===== src/rtl/pciw_pkg.sv =====
// Shared types and constants for the windowed prime counter.
`default_nettype none

package pciw_pkg;

    localparam int unsigned START_W      = 31;
    localparam int unsigned WINDOW_W     = 21;
    localparam int unsigned COUNT_W      = 21;
    localparam logic [WINDOW_W-1:0] WINDOW_RESET = WINDOW_W'(100000);

    typedef enum logic [2:0] {
        ST_IDLE,
        ST_LOAD,
        ST_CAND,
        ST_CHECK,
        ST_DIV,
        ST_REM,
        ST_DONE
    } t_state;

    // Commands from the controller to the datapath.
    typedef struct packed {
        logic load_window;
        logic init_divisor;
        logic start_div;
        logic div_step;
        logic next_divisor;
        logic count_prime;
        logic next_cand;
    } t_cmd;

    // Status from the datapath to the controller.
    typedef struct packed {
        logic window_done;
        logic cand_small;
        logic square_over;
        logic div_last;
        logic rem_zero;
    } t_sts;

endpackage

`default_nettype wire


===== src/rtl/pciw_dp.sv =====
// Datapath: window register, candidate, divisor and restoring remainder unit.
`default_nettype none

module pciw_dp #(
    parameter int unsigned NUMBER_WIDTH = 32
) (
    input  wire                              i_clk,
    input  wire                              i_rst_n,
    input  wire                              i_cfg_we,
    input  wire  [pciw_pkg::WINDOW_W-1:0]    i_cfg_wdata,
    input  wire  [pciw_pkg::START_W-1:0]     i_start_value,
    input  pciw_pkg::t_cmd                   i_cmd,
    output pciw_pkg::t_sts                   o_sts,
    output logic [pciw_pkg::COUNT_W-1:0]     o_prime_count
);
    import pciw_pkg::*;

    localparam int unsigned BIT_W = (NUMBER_WIDTH > 1) ? $clog2(NUMBER_WIDTH) : 1;

    logic [WINDOW_W-1:0]     r_window;
    logic [WINDOW_W-1:0]     r_remain;
    logic [COUNT_W-1:0]      r_count;
    logic [NUMBER_WIDTH-1:0] r_cand;
    logic [NUMBER_WIDTH-1:0] r_divisor;
    logic [NUMBER_WIDTH:0]   r_square;
    logic [NUMBER_WIDTH-1:0] r_rem;
    logic [NUMBER_WIDTH-1:0] r_shift;
    logic [BIT_W-1:0]        r_bit;

    logic [NUMBER_WIDTH:0]   trial;
    logic [NUMBER_WIDTH:0]   divisor_ext;
    logic                    fits;

    always_ff @(posedge i_clk) begin
        if (!i_rst_n) begin
            r_window <= WINDOW_RESET;
        end else if (i_cfg_we) begin
            r_window <= i_cfg_wdata;
        end
    end

    // One quotient bit per cycle: shift the next dividend bit into the remainder.
    always_comb begin
        trial       = {r_rem, r_shift[NUMBER_WIDTH-1]};
        divisor_ext = {1'b0, r_divisor};
        fits        = (trial >= divisor_ext);
    end

    always_ff @(posedge i_clk) begin
        if (i_cmd.load_window) begin
            r_remain <= r_window;
            r_count  <= '0;
            r_cand   <= NUMBER_WIDTH'(i_start_value);
        end
        if (i_cmd.count_prime) begin
            r_count <= r_count + COUNT_W'(1);
        end
        if (i_cmd.next_cand) begin
            r_cand   <= r_cand + NUMBER_WIDTH'(1);
            r_remain <= r_remain - WINDOW_W'(1);
        end
        if (i_cmd.init_divisor) begin
            r_divisor <= NUMBER_WIDTH'(2);
            r_square  <= (NUMBER_WIDTH + 1)'(4);
        end
        if (i_cmd.next_divisor) begin
            // (d + 1)^2 = d^2 + 2d + 1
            r_divisor <= r_divisor + NUMBER_WIDTH'(1);
            r_square  <= r_square + {r_divisor, 1'b1};
        end
        if (i_cmd.start_div) begin
            r_rem   <= '0;
            r_shift <= r_cand;
            r_bit   <= BIT_W'(NUMBER_WIDTH - 1);
        end
        if (i_cmd.div_step) begin
            r_rem   <= fits ? NUMBER_WIDTH'(trial - divisor_ext) : trial[NUMBER_WIDTH-1:0];
            r_shift <= {r_shift[NUMBER_WIDTH-2:0], 1'b0};
            r_bit   <= r_bit - BIT_W'(1);
        end
    end

    always_comb begin
        o_sts.window_done = (r_remain == '0);
        o_sts.cand_small  = (r_cand < NUMBER_WIDTH'(2));
        o_sts.square_over = (r_square > {1'b0, r_cand});
        o_sts.div_last    = (r_bit == '0);
        o_sts.rem_zero    = (r_rem == '0);
    end

    assign o_prime_count = r_count;

endmodule

`default_nettype wire


===== src/rtl/pciw_ctrl.sv =====
// Controller: sequences candidates, divisors and remainder steps.
`default_nettype none

module pciw_ctrl (
    input  wire             i_clk,
    input  wire             i_rst_n,
    input  wire             start,
    output logic            busy,
    output logic            o_valid,
    input  pciw_pkg::t_sts  i_sts,
    output pciw_pkg::t_cmd  o_cmd
);
    import pciw_pkg::*;

    t_state r_state;
    t_state n_state;

    always_ff @(posedge i_clk) begin
        if (!i_rst_n) begin
            r_state <= ST_IDLE;
        end else begin
            r_state <= n_state;
        end
    end

    always_comb begin
        n_state = r_state;
        o_cmd   = '0;
        busy    = (r_state != ST_IDLE);
        o_valid = 1'b0;
        unique case (r_state)
            ST_IDLE: begin
                if (start) begin
                    o_cmd.load_window = 1'b1;
                    n_state           = ST_CAND;
                end
            end
            ST_LOAD: begin
                n_state = ST_CAND;
            end
            ST_CAND: begin
                if (i_sts.window_done) begin
                    n_state = ST_DONE;
                end else if (i_sts.cand_small) begin
                    o_cmd.next_cand = 1'b1;
                end else begin
                    o_cmd.init_divisor = 1'b1;
                    n_state            = ST_CHECK;
                end
            end
            ST_CHECK: begin
                // No divisor up to the square root divides the word: it is prime.
                if (i_sts.square_over) begin
                    o_cmd.count_prime = 1'b1;
                    o_cmd.next_cand   = 1'b1;
                    n_state           = ST_CAND;
                end else begin
                    o_cmd.start_div = 1'b1;
                    n_state         = ST_DIV;
                end
            end
            ST_DIV: begin
                o_cmd.div_step = 1'b1;
                if (i_sts.div_last) begin
                    n_state = ST_REM;
                end
            end
            ST_REM: begin
                if (i_sts.rem_zero) begin
                    o_cmd.next_cand = 1'b1;
                    n_state         = ST_CAND;
                end else begin
                    o_cmd.next_divisor = 1'b1;
                    n_state            = ST_CHECK;
                end
            end
            ST_DONE: begin
                o_valid = 1'b1;
                n_state = ST_IDLE;
            end
            default: begin
                n_state = ST_IDLE;
            end
        endcase
    end

endmodule

`default_nettype wire


===== src/rtl/prime_count_in_window_core.sv =====
// Each candidate in the window is tried against divisors from two upward, until one divides it
// or the divisor's square passes it; no divisors are tried on a candidate below two.
// The shared restoring remainder unit works one bit per cycle.
// One word at a time: the next word is taken in the cycle after the count is shown on o_valid.
// Reset (synchronous, active low) idles the controller and sets the window to 100000.
// The count is shown for one cycle only; the receiver cannot hold it off.
`default_nettype none

module prime_count_in_window_core #(
    parameter int unsigned NUMBER_WIDTH = 32
) (
    input  wire                           i_clk,
    input  wire                           i_rst_n,
    input  wire                           i_cfg_we,
    input  wire  [pciw_pkg::WINDOW_W-1:0] i_cfg_wdata,
    input  wire                           start,
    output logic                          busy,
    input  wire  [pciw_pkg::START_W-1:0]  i_start_value,
    output logic                          o_valid,
    output logic [pciw_pkg::COUNT_W-1:0]  o_prime_count
);
    import pciw_pkg::*;

    t_cmd cmd;
    t_sts sts;

    pciw_ctrl u_ctrl (
        .i_clk   (i_clk),
        .i_rst_n (i_rst_n),
        .start   (start),
        .busy    (busy),
        .o_valid (o_valid),
        .i_sts   (sts),
        .o_cmd   (cmd)
    );

    pciw_dp #(
        .NUMBER_WIDTH (NUMBER_WIDTH)
    ) u_dp (
        .i_clk         (i_clk),
        .i_rst_n       (i_rst_n),
        .i_cfg_we      (i_cfg_we),
        .i_cfg_wdata   (i_cfg_wdata),
        .i_start_value (i_start_value),
        .i_cmd         (cmd),
        .o_sts         (sts),
        .o_prime_count (o_prime_count)
    );

endmodule

`default_nettype wire

===== config.mk =====
export PLATFORM = sky130hd
export DESIGN_NAME = prime_count_in_window_core
export DESIGN_NICKNAME = d
export VERILOG_FILES = /design/src/rtl/pciw_pkg.sv /design/src/rtl/pciw_dp.sv /design/src/rtl/pciw_ctrl.sv /design/src/rtl/prime_count_in_window_core.sv
export SDC_FILE = /design/constraint.sdc
export NUM_CORES = 1
export LEC_CHECK = 0
export BUFFER_PORTS_ARGS = -buffer_cell sky130_fd_sc_hd__buf_2
export CAP_MARGIN = 5
export CORE_ASPECT_RATIO = 0.8
export CORE_MARGIN = 8
export CORE_UTILIZATION = 40
export CTS_CLUSTER_DIAMETER = 50
export DETAILED_ROUTE_END_ITERATION = 10
export GPL_ROUTABILITY_DRIVEN = 0
export PLACE_DENSITY_LB_ADDON = 0.15
export RECOVER_POWER = 50
export SLEW_MARGIN = 20
export SYNTH_ARGS = -nofsm -noshare
export SYNTH_HDL_FRONTEND = slang
export SYNTH_SLANG_ARGS = --single-unit

===== constraint.sdc =====
create_clock -name i_clk -period 14.46 [get_ports i_clk]
set_clock_uncertainty 0.2 [all_clocks]
set_input_delay 2.892 -clock i_clk [delete_from_list [all_inputs] [get_ports i_clk]]
set_output_delay 2.892 -clock i_clk [all_outputs]
set_load 0.01 [all_outputs]

# Word-level counts from Yosys, hierarchy flattened
# Index checks and enable logic that the tools add are counted.
[op_classes]
add_sub_neg = 7
n_lt_le_gt_ge = 3
eq_ne = 9
mux = 41
n_reduce_logical = 10
[ops]
columns = ["op", "count"]
rows = [
  ["$mux 32", 9],
  ["$mux 21", 4],
  ["$mux 33", 2],
  ["$add 32x1->32 const B", 2],
  ["$add 33x33->33", 1],
  ["$ge 33x32->1", 1],
  ["$gt 33x32->1", 1],
  ["$logic_not 32->1", 1],
  ["$lt 32x2->1 const B", 1],
  ["$sub 32x32->32", 1],
  ["$add 21x1->21 const B", 1],
  ["$logic_not 21->1", 1],
  ["$sub 21x1->21 const B", 1],
  ["$pmux 3 s6", 1],
  ["$mux 1", 16],
  ["$mux 3", 5],
  ["$mux 5", 2],
  ["$eq 3x3->1 const B", 3],
  ["$reduce_bool 2->1", 4],
  ["$eq 3x2->1 const B", 2],
  ["$logic_not 5->1", 1],
  ["$sub 5x1->5 const B", 1],
  ["$ne 2x2->1 const B", 2],
  ["$eq 3x1->1 const B", 1],
  ["other kinds (6)", 6],
]
[word_totals]
register_bits = 232
inputBits = 56
out_inout_bits = 23
word_cells = 81

# Longest topological paths before layout
[depth]
word_depth = 6
ltp_mapped = 14
mapped_depth_nobuf = 12

# Cells and area by module
# From an unflattened synthesis, not the netlist that was laid out.
[unflattened]
cells_unflattened = 1635
area_unflattened_um2 = 15439.8
[modules_own_cells]
columns = ["mod", "instances", "cells_per_inst", "area_each_um2", "seq_area_each_um2"]
rows = [
  ["pciw_dp", 1, 1603, 15144.5, 6656.4],
  ["pciw_ctrl", 1, 32, 295.3, 60.1],
]

# Worst setup path before layout
# Ideal clock, no wire load.
[synth_path]
kind = "reg-to-reg"
startpoint = "register u_dp.r_remain[0]"
endpoint = "register u_dp.r_divisor[0], enable pin"
setup_time_ns = 0.666
arrival_time_ns = 7.622
required_time_ns = 13.594
setup_slack_ns = 5.972
path_stages_with_launch = 8
n_path_buf = 0
period_less_slack_ns = 8.488
path_cell_list = "edfxtp_1 > inv_1 > ha_1 > nand2b_1 > nor4_4 > nand3b_2 > nor4b_4 > o41ai_1"
[synth_between]
elab_chain_cells = 4
[synth_rtl]
columns = ["element", "line_no", "text"]
rows = [
  ["start, declared", "pciw_dp.sv:21", "logic [WINDOW_W-1:0] r_remain;"],
  ["start signal, assigned", "pciw_dp.sv:51", "r_remain <= r_window;"],
  ["start signal, assigned", "pciw_dp.sv:60", "r_remain <= r_remain - WINDOW_W'(1);"],
  ["$logic_not 21->1", "pciw_dp.sv:84", "o_sts.window_done = (r_remain == '0);"],
  ["$mux 1", "pciw_ctrl.sv:42", "if (i_sts.window_done) begin"],
  ["$mux 1", "pciw_ctrl.sv:31", "unique case (r_state)"],
  ["$reduce_bool 2->1 (no line)", "n/a", ""],
  ["end signal, assigned", "pciw_dp.sv:68", "r_divisor <= r_divisor + NUMBER_WIDTH'(1);"],
  ["end, declared", "pciw_dp.sv:24", "logic [NUMBER_WIDTH-1:0] r_divisor;"],
]
# No other way between the ends.
# A chain may end at the register's enable or synchronous reset.

# Worst setup path in the final report
[layout_path]
startpoint = "register u_dp.r_remain[3]"
endpoint = "register u_dp.r_cand[1] (data pin)"
[layout_between]
elab_chain_cells = 4
[layout_rtl]
columns = ["element", "line_no", "text"]
rows = [
  ["$logic_not 21->1", "pciw_dp.sv:84", ""],
  ["$mux 1", "pciw_ctrl.sv:42", ""],
  ["$pmux 1 s3", "pciw_ctrl.sv:31", ""],
  ["$mux 32", "pciw_dp.sv:58", "if (i_cmd.next_cand) begin"],
  ["end signal, assigned", "pciw_dp.sv:53", "r_cand <= NUMBER_WIDTH'(i_start_value);"],
  ["end signal, assigned", "pciw_dp.sv:59", "r_cand <= r_cand + NUMBER_WIDTH'(1);"],
  ["end, declared", "pciw_dp.sv:23", "logic [NUMBER_WIDTH-1:0] r_cand;"],
]
# No other way between the ends.

==> results.toml <==
[flow_run]
max_cap_violations = 6

[clock_network]
cts_buffer_depth = 3
root_buffer = "clkbuf_16"
cts_setup_buffers = 0
holdBufCountCts = 0
path_clk_slew_ns = 0.06
clock-sinks = 232
cts_tree = "done"
cts_buffers = 34
cts_resized = 0
h-tree-depth = 2
worst_skew_pair.late_latency_ns = 0.52

[worst_hold_path]
hold_depth = 2
holdCritPathClass = "reg2reg"
whs_endpoint = "u_dp.r_window[5]"
min_from = "u_dp.r_window[5]"

[placed_design]
pre_cts_slack_ns = 9.886
place_area_um2 = 16000
dp_cells = 2078
hpwl_mm = 28.23
io_buffer_count = 78

[sta]
rsz0062_at_grt = "false"
max-slew-margin-rel = -1.534
fin_crit_sh = 0.3913
min_period_ns = 5.659
finalSetupViolations = 0
tns_ns = 0
tightest_slew_ns = 3.801
slew_violations = 237
timing.final.ws_setup_ns = 8.801
max_freq_mhz = 176.7
holdWs_ns = 0.2737
hold_viol = 0

[floorplanning]
rows = 63
dieHeight_um = 190.2
ios = 79
coreArea_um2 = 37210
design.die.area_um2 = 44450
start_util = 0.4077
fp.dieW_um = 233.7

[cells_and_area]
syn_to_final_growth_pct = 12.60
nFillCells = 3554
stdcell_count = 2139
final_common_cell = "edfxtp_1"
multiInputGateArea_um2 = 7814
drive_above_1_share = 0.08898
final_cell_mix = "edfxtp_1 (207), nor2_1 (178), nand2_1 (125), xnor2_1 (109)"
diodes = 0
fin_util = 0.4590
register_area_um2 = 6716
final_area_um2 = 17080
final_nets = 1785

[synth]
yosys-top-cells-area = "edfxtp_1 (41%), ha_1 (8.2%), xnor2_1 (6.3%)"
yosys_warnings = 0
synth-seq-area-share = 0.4428
netlist_area_um2 = 15170
synth_seq_cells = 232
syn_inst = 1554
syn_avg_cell_area_um2 = 9.761
synth_edf_count = 207
synth_cell_type_count = 68
async_reset_ff_frac = 0
synth_largest_area_cell = "edfxtp_1"
synth.top_cell.area_share = 0.4098
synth_top_flop_cell = "edfxtp_1"
synth_nets = 1712

[critical_path]
critPathRequiredTime_ns = 14.54
r2r_start = "u_dp.r_remain[3]"
endpoint_kind = "register"
start_kind = "register"
critPathArrivalTime_ns = 5.74
crit_family = "simple AND/OR/NAND/NOR gates"
critPathSlowestCell = "nor4b_1"
worst-setup-path-type = "reg2reg"
rr_worst_depth = 9
critPathMaxStageDelay_ns = 1.32
worstReg2RegEnd = "u_dp.r_cand[1]"
path_common_cell = "nor4b_1"
crit_buf_inv = 1
crit_path_max_fanout = 91
r2r_slack_ns = 8.80
cp_cell_sequence = "or4_4 > nor4_4 > nand3b_2 > nor4b_1 > nor4b_1 > a31o_2 > a31oi_1 > buf_4 > mux2_2"

[power]
peakVddDrop_v = 0.00006760
swShare = 0.2721
p_total_mw = 1.954
cellLeakagePower_nw = 6.655
pwr-share-seq = 0.418
power.switching_uw = 531.6
p_int_mw = 1.422
power_frac_comb = 0.151
power-per-cell-area_nw_per_um2 = 114.4
p_clk_frac = 0.431

[detailed_routing]
drt_first_pass_iters = 5
antenna_left = 0
post_drt_wl_per_cell_um = 18.09
vias = 11679
first_iter_violations = 880
wirelength_mm = 38.70
viasPerCell = 5.460
drcViolationCount = 0

[global_route]
grt_pass1_vias = 11221
grt_pass1_wl_mm = 61.84
grtUsageTotal = 0.1719
antenna_found_initial = 0
grt_overflow_total = 0
grt_max_degree = 92

[run_status]
violations = "capacitance limit, slew limit"
status = "complete, but fails checks"
-- state kept, by name (all words and copies together) (netlist names) --
name	count
u_dp.r_cand	32
u_ctrl.r_state	3
u_dp.r_bit	5
u_dp.r_square	33
u_dp.r_remain	21
u_dp.r_rem	32
u_dp.o_prime_count	21
u_dp.r_divisor	32
u_dp.r_shift	32
u_dp.r_window	21
-- power groups by stage --
stage               Combinational, mW  Sequential, mW  Clock [mW]
floorplan                       0.222           0.819           0
global placement                0.290           0.828           0
detailed placement              0.291           0.828           0
CTS                             0.294           0.815       0.861
global route                    0.331           0.823       0.892
finish                          0.295           0.817       0.842
-- kinds of logic (layout without fill, tap and decap cells) --
family / after synthesis / in the layout / share of synthesized area
AND/OR/NAND/NOR: 555 / 555 / 0.1777
AO/OA/AOI/OAI: 325 / 325 / 0.1378
flip-flops: 232 / 232 / 0.4428
buffers and inverters: 147 / 245 / 0.04083
XOR/XNOR: 144 / 144 / 0.08315
adder cells (fa/ha/maj): 102 / 102 / 0.08513
multiplexers: 49 / 49 / 0.03258
-- tightest hold or removal path: stages, from the launching register on --
cell,delay (ns)
dfxtp_1,0.32
mux2i_1,0.06
nand2_1,0.06
-- worst max path at each step --
stage | start | endpoint | slack, ns | cells after the start
final | u_dp.r_remain[3] | u_dp.r_cand[1] | 8.80 | 9
after global routing | u_dp.r_rem[4] | u_dp.r_square[24] | 8.40 | 8
after CTS | u_ctrl.r_state[0] | busy | 9.82 | 2
after detailed placement | u_dp.r_cand[7] | u_dp.o_prime_count[7] | 9.89 | 10
after global placement | u_dp.r_cand[7] | u_dp.o_prime_count[6] | 9.92 | 10
after floorplan | u_dp.r_remain[0] | u_dp.r_divisor[0] | 5.97 | 7
-- synthesized netlist by cell type, types with 3 or more instances --
cell type / instances
dfxtp_1: 25
and3_1: 22
buf_6: 6
o211ai_1: 8
and4_1: 9
ha_1: 100
a31oi_1: 7
nor3_1: 32
o31ai_1: 4
nand3b_1: 4
nor2_1: 178
inv_1: 97
or3_1: 9
a22o_1: 32
or2_2: 7
mux2i_1: 46
clkbuf_1: 34
and2_1: 6
nor4_1: 25
o21bai_1: 3
o21a_1: 13
xnor2_1: 109
buf_4: 5
xor2_1: 35
a311oi_1: 4
edfxtp_1: 207
o31a_1: 6
a21o_1: 36
nand4_1: 32
nand2b_1: 14
a21oi_1: 74
nand3_1: 50
a221o_1: 3
o21ai_0: 100
a211oi_1: 16
o41ai_1: 3
nand2_1: 126
nor3b_1: 3
nor2b_1: 28
-- layer usage --
layer,global-route usage,part of all wire
met1,0.2729,0.53
met2,0.2390,0.40
met3,0.02828,0.057
met4,0.03481,0.013
met5,0,0
-- final cells by class --
class                      instances  share of cell area
clock inverter                    23             0.01568
tap                              487             0.03568
clock buffer                      38             0.05070
sequential                       232              0.3933
timing repair buffer              87             0.02586
inverter                          97             0.02132
multi-input combinational       1175              0.4575
Power figures use the tool's default switching activity.
